--- config.mk ---
export PLATFORM = sky130hd
export DESIGN_NAME = wes_delay_ram
export DESIGN_NICKNAME = d
export VERILOG_FILES = /design/src/sv/wes_delay_ram.sv
export SDC_FILE = /design/constraint.sdc
export NUM_CORES = 1
export LEC_CHECK = 0
export ABC_AREA = 0
export BUFFER_PORTS_ARGS = -buffer_cell sky130_fd_sc_hd__buf_2
export CORE_MARGIN = 5
export CORE_UTILIZATION = 50
export CTS_CLUSTER_SIZE = 8
export DETAILED_ROUTE_END_ITERATION = 8
export PLACE_DENSITY = 0.72
export SLEW_MARGIN = 0
export SYNTH_ARGS = -nofsm -noshare
export SYNTH_HDL_FRONTEND = slang
export SYNTH_SLANG_ARGS = --single-unit
export TNS_END_PERCENT = 20
--- constraint.sdc ---
create_clock -name clk -period 2.02 [get_ports clk]
set_input_delay 0.202 -clock clk [delete_from_list [all_inputs] [get_ports clk]]
set_output_delay 0.202 -clock clk [all_outputs]
set_load 0.02 [all_outputs]
--- src/sv/wes_delay_ram.sv ---
// Generic circular-buffer RAM used as a delay line: one write and one registered read in each enabled cycle.
// Self-contained; no package needed.
module wes_delay_ram #(
  parameter int WIDTH = 32,
  parameter int DEPTH = 4
) (
  input  logic             clk,
  input  logic             rst_n,
  input  logic             en,
  input  logic [WIDTH-1:0] din,
  output logic [WIDTH-1:0] dout
);

  localparam int AW = (DEPTH > 1) ? $clog2(DEPTH) : 1;

  logic [WIDTH-1:0] mem [DEPTH];
  logic [AW-1:0]    ptr_r;
  logic [AW-1:0]    ptr_nxt;
  logic [WIDTH-1:0] rd_data_r;

  assign ptr_nxt = (ptr_r == AW'(DEPTH - 1)) ? '0 : ptr_r + 1'b1;

  always_ff @(posedge clk) begin
    if (!rst_n) begin
      ptr_r <= '0;
    end else if (en) begin
      ptr_r <= ptr_nxt;
    end
  end

  // Read before write at the same slot: the word written at one enable shows up on the
  // output after the DEPTH-th enable that follows.
  always_ff @(posedge clk) begin
    if (en) begin
      rd_data_r    <= mem[ptr_r];
      mem[ptr_r]   <= din;
    end
  end

  assign dout = rd_data_r;

endmodule

==> results.yml <==
placed_design:
  port_buffers: 66
  place_congestion: 0.6532
  dpl.hpwl_mm: 5.505
detailed_routing:
  avgViaCountPerCell: 5.166
  drc_errors: 0
  drt-pass1-iter-count: 4
  wire_per_inst_um: 18.95
  vias: 2490
  drt_iter0_drc: 88
  wl_mm: 9.136
  ant_nets: 0
cts:
  clk_pin_slew_ns: 0.06
  cts_sinks: 162
  cts_buffer_depth: 2
  cts_tree: "done"
  insertion_delay_ns: 0.41
  cts.htree.levels: 4
  root_buffer: "clkbuf_16"
  numCtsBuffers: 17
final_layout:
  area_growth_pct: 23.49
  fin_util_pct: 62.59
  nNetsFinal: 365
  drive_above_1_share_pct: 42.18
  diodes: 0
timing:
  tightest_slew_ns: 0.8743
  max_slew_margin_pct: 41.72
  slew_violations: 0
  rsz0062_at_grt: "false"
  fin_setup_tns_ns: 0
  timing.hold.ws_ns: 0.01677
  setup_viol: 0
  final_hold_viol_count: 0
  max_freq_mhz: 595.8
  finalCritPeriodShare_pct: 83.09
  layout_min_cycle_time_ns: 1.678
  worst_clock_skew_ns: 0.005345
worst_setup_path:
  crit_chain: "inv_1 > ha_1 > and2_2"
  critPathLaunchType: "flop"
  timing.critical_path.buf_inv: 1
  crit_required_ns: 2.05
  critPathTopFamily: "simple AND/OR/NAND/NOR gates"
  worstSetupPathType: "flop to flop"
  path_max_fanout: 32
  max_stage_delay_ns: 0.73
  crit_arrival_ns: 1.71
  critPathSlowestCell: "and2_2"
  crit_path_end_kind: "flop"
global_routing:
  grt_pass1_vias: 2796
  grt.overflow.total: 0
  grt_usage_pct: 14.56
  antenna_found_initial: 0
  grt_max_degree: 33
  grt_pass1_wl_mm: 14.95
synth:
  syn-num-nets: 257
  seq_area_frac_synth_pct: 84.06
  synth_top_area_cell: "edfxtp_1"
  netlist_area_um2: 5763
  yosys.area.top_type_share_pct: 83.37
  synth.area.top_cells: "edfxtp_1 83%, mux4_2 13%, ha_1 0.87%"
  synth_ff_type: "edfxtp_1"
  syn_avg_cell_area_um2: 26.44
  ys_top_cells_by_count: "160 x edfxtp_1, 32 x mux4_2, 4 x and2_1, 4 x buf_2, 4 x ha_1"
  ys_seq_elements: 162
  synth_cell_type_count: 14
  async_flop_share_pct: 0
  yosys_warnings: 0
  syn_inst: 218
  synth_most_common_cell: "edfxtp_1"
  synth-edff-count: 160
floorplanning:
  die_x_um: 117.4
  die-height_um: 117.4
  core_area_um2: 11370
  num_rows: 39
  ioPinCount: 67
  dieArea_um2: 13770
  initial_utilization_pct: 50.69
power:
  cellPowerDensity_nw_per_um2: 1059
  vdd_drop_max_v: 0.0005179
  static-leakage-power_uw: 0.002441
worst_hold_path:
  hp-class: "primary input to flop"
status:
  status: "finished clean"
job:
  max_cap_violations: 0
## cells by family (layout without fill, tap and decap cells)
family                   Yosys count  after routing  share of synthesized area, %
AND/OR/NAND/NOR                    7              7                        0.7598
AO/OA/AOI/OAI                      1              1                        0.1520
buffers and inverters             11            132                         1.476
flip-flops                       162            162                         84.06
adder cells (fa/ha/maj)            4              4                        0.8685
multiplexers                      33             33                         12.68
## final timing paths
check	start	end	slack [ns]	depth (start not counted)
hold / removal	din[23]	mem[3][23]$_DFFE_PP_	0.02	1
hold reg to reg	mem[0][24]$_DFFE_PP_	dout[24]$_DFFE_PP_	0.63	1
setup reg to reg	ptr_r[0]$_SDFFE_PN0P_	mem[0][7]$_DFFE_PP_	0.34	3
setup / recovery	ptr_r[0]$_SDFFE_PN0P_	mem[0][7]$_DFFE_PP_	0.34	3
## layout by cell type (no fill, tap or decap), drive strengths merged
cell / count
a21oi: 1
and2: 4
buf: 74
bufinv: 2
clkbuf: 22
clkinv: 6
clkinvlp: 2
dfxtp: 2
dlygate4sd3: 23
edfxtp: 160
ha: 4
inv: 3
mux2i: 1
mux4: 32
nand2b: 1
nor2: 1
or3b: 1
## final cells by class
type                            count  area [µm²]
Clock inverter                     10       108.9
Tap cell                          143       178.9
Timing Repair Buffer               97       658.1
Inverter                            3       11.26
Multi-Input combinational cell     45       838.3
Clock buffer                       22       474.2
Fill cell                         776        4253
Sequential cell                   162        4847
## sequential cells by signal, summed over array words and instances, names as in the netlist
signal,cells
ptr_r,2
dout,32
mem,128
## power breakdown
group / internal (µW) / switching (µW) / total [µW]
Combinational: 234 / 283 / 518
Sequential: 3890 / 40.3 / 3930
Clock: 1910 / 1180 / 3080
Total: 6040 / 1500 / 7540
## metrics by stage
step	area [µm²]	power, µW	setup WS [ns]	std cells
floorplan	5764	4304	-0.004879	218
global placement	6304	4479	0.3606	427
detailed placement	6304	4503	0.3102	427
CTS	7107	7620	0.2905	481
global route	7117	7822	0.2319	482
finish	7117	7536	0.3416	482
## per-layer routing
layer  wire length [µm]  vias to the layer above  track usage, %
met5                  0                        -               0
met4                133                        0           6.091
met3                459                       15           4.620
met2               4953                       64           25.14
met1               3589                     1266           16.72
li1                   -                     1145               -
## timing repair
| action | CTS | global route |
|---|---|---|
| hold endpoints to repair | 79 | 4 |
| setup buffers | 0 | 0 |
| gates resized for setup | 0 | 0 |
| hold buffers | 22 | 1 |
Power figures use the tool's default switching activity.
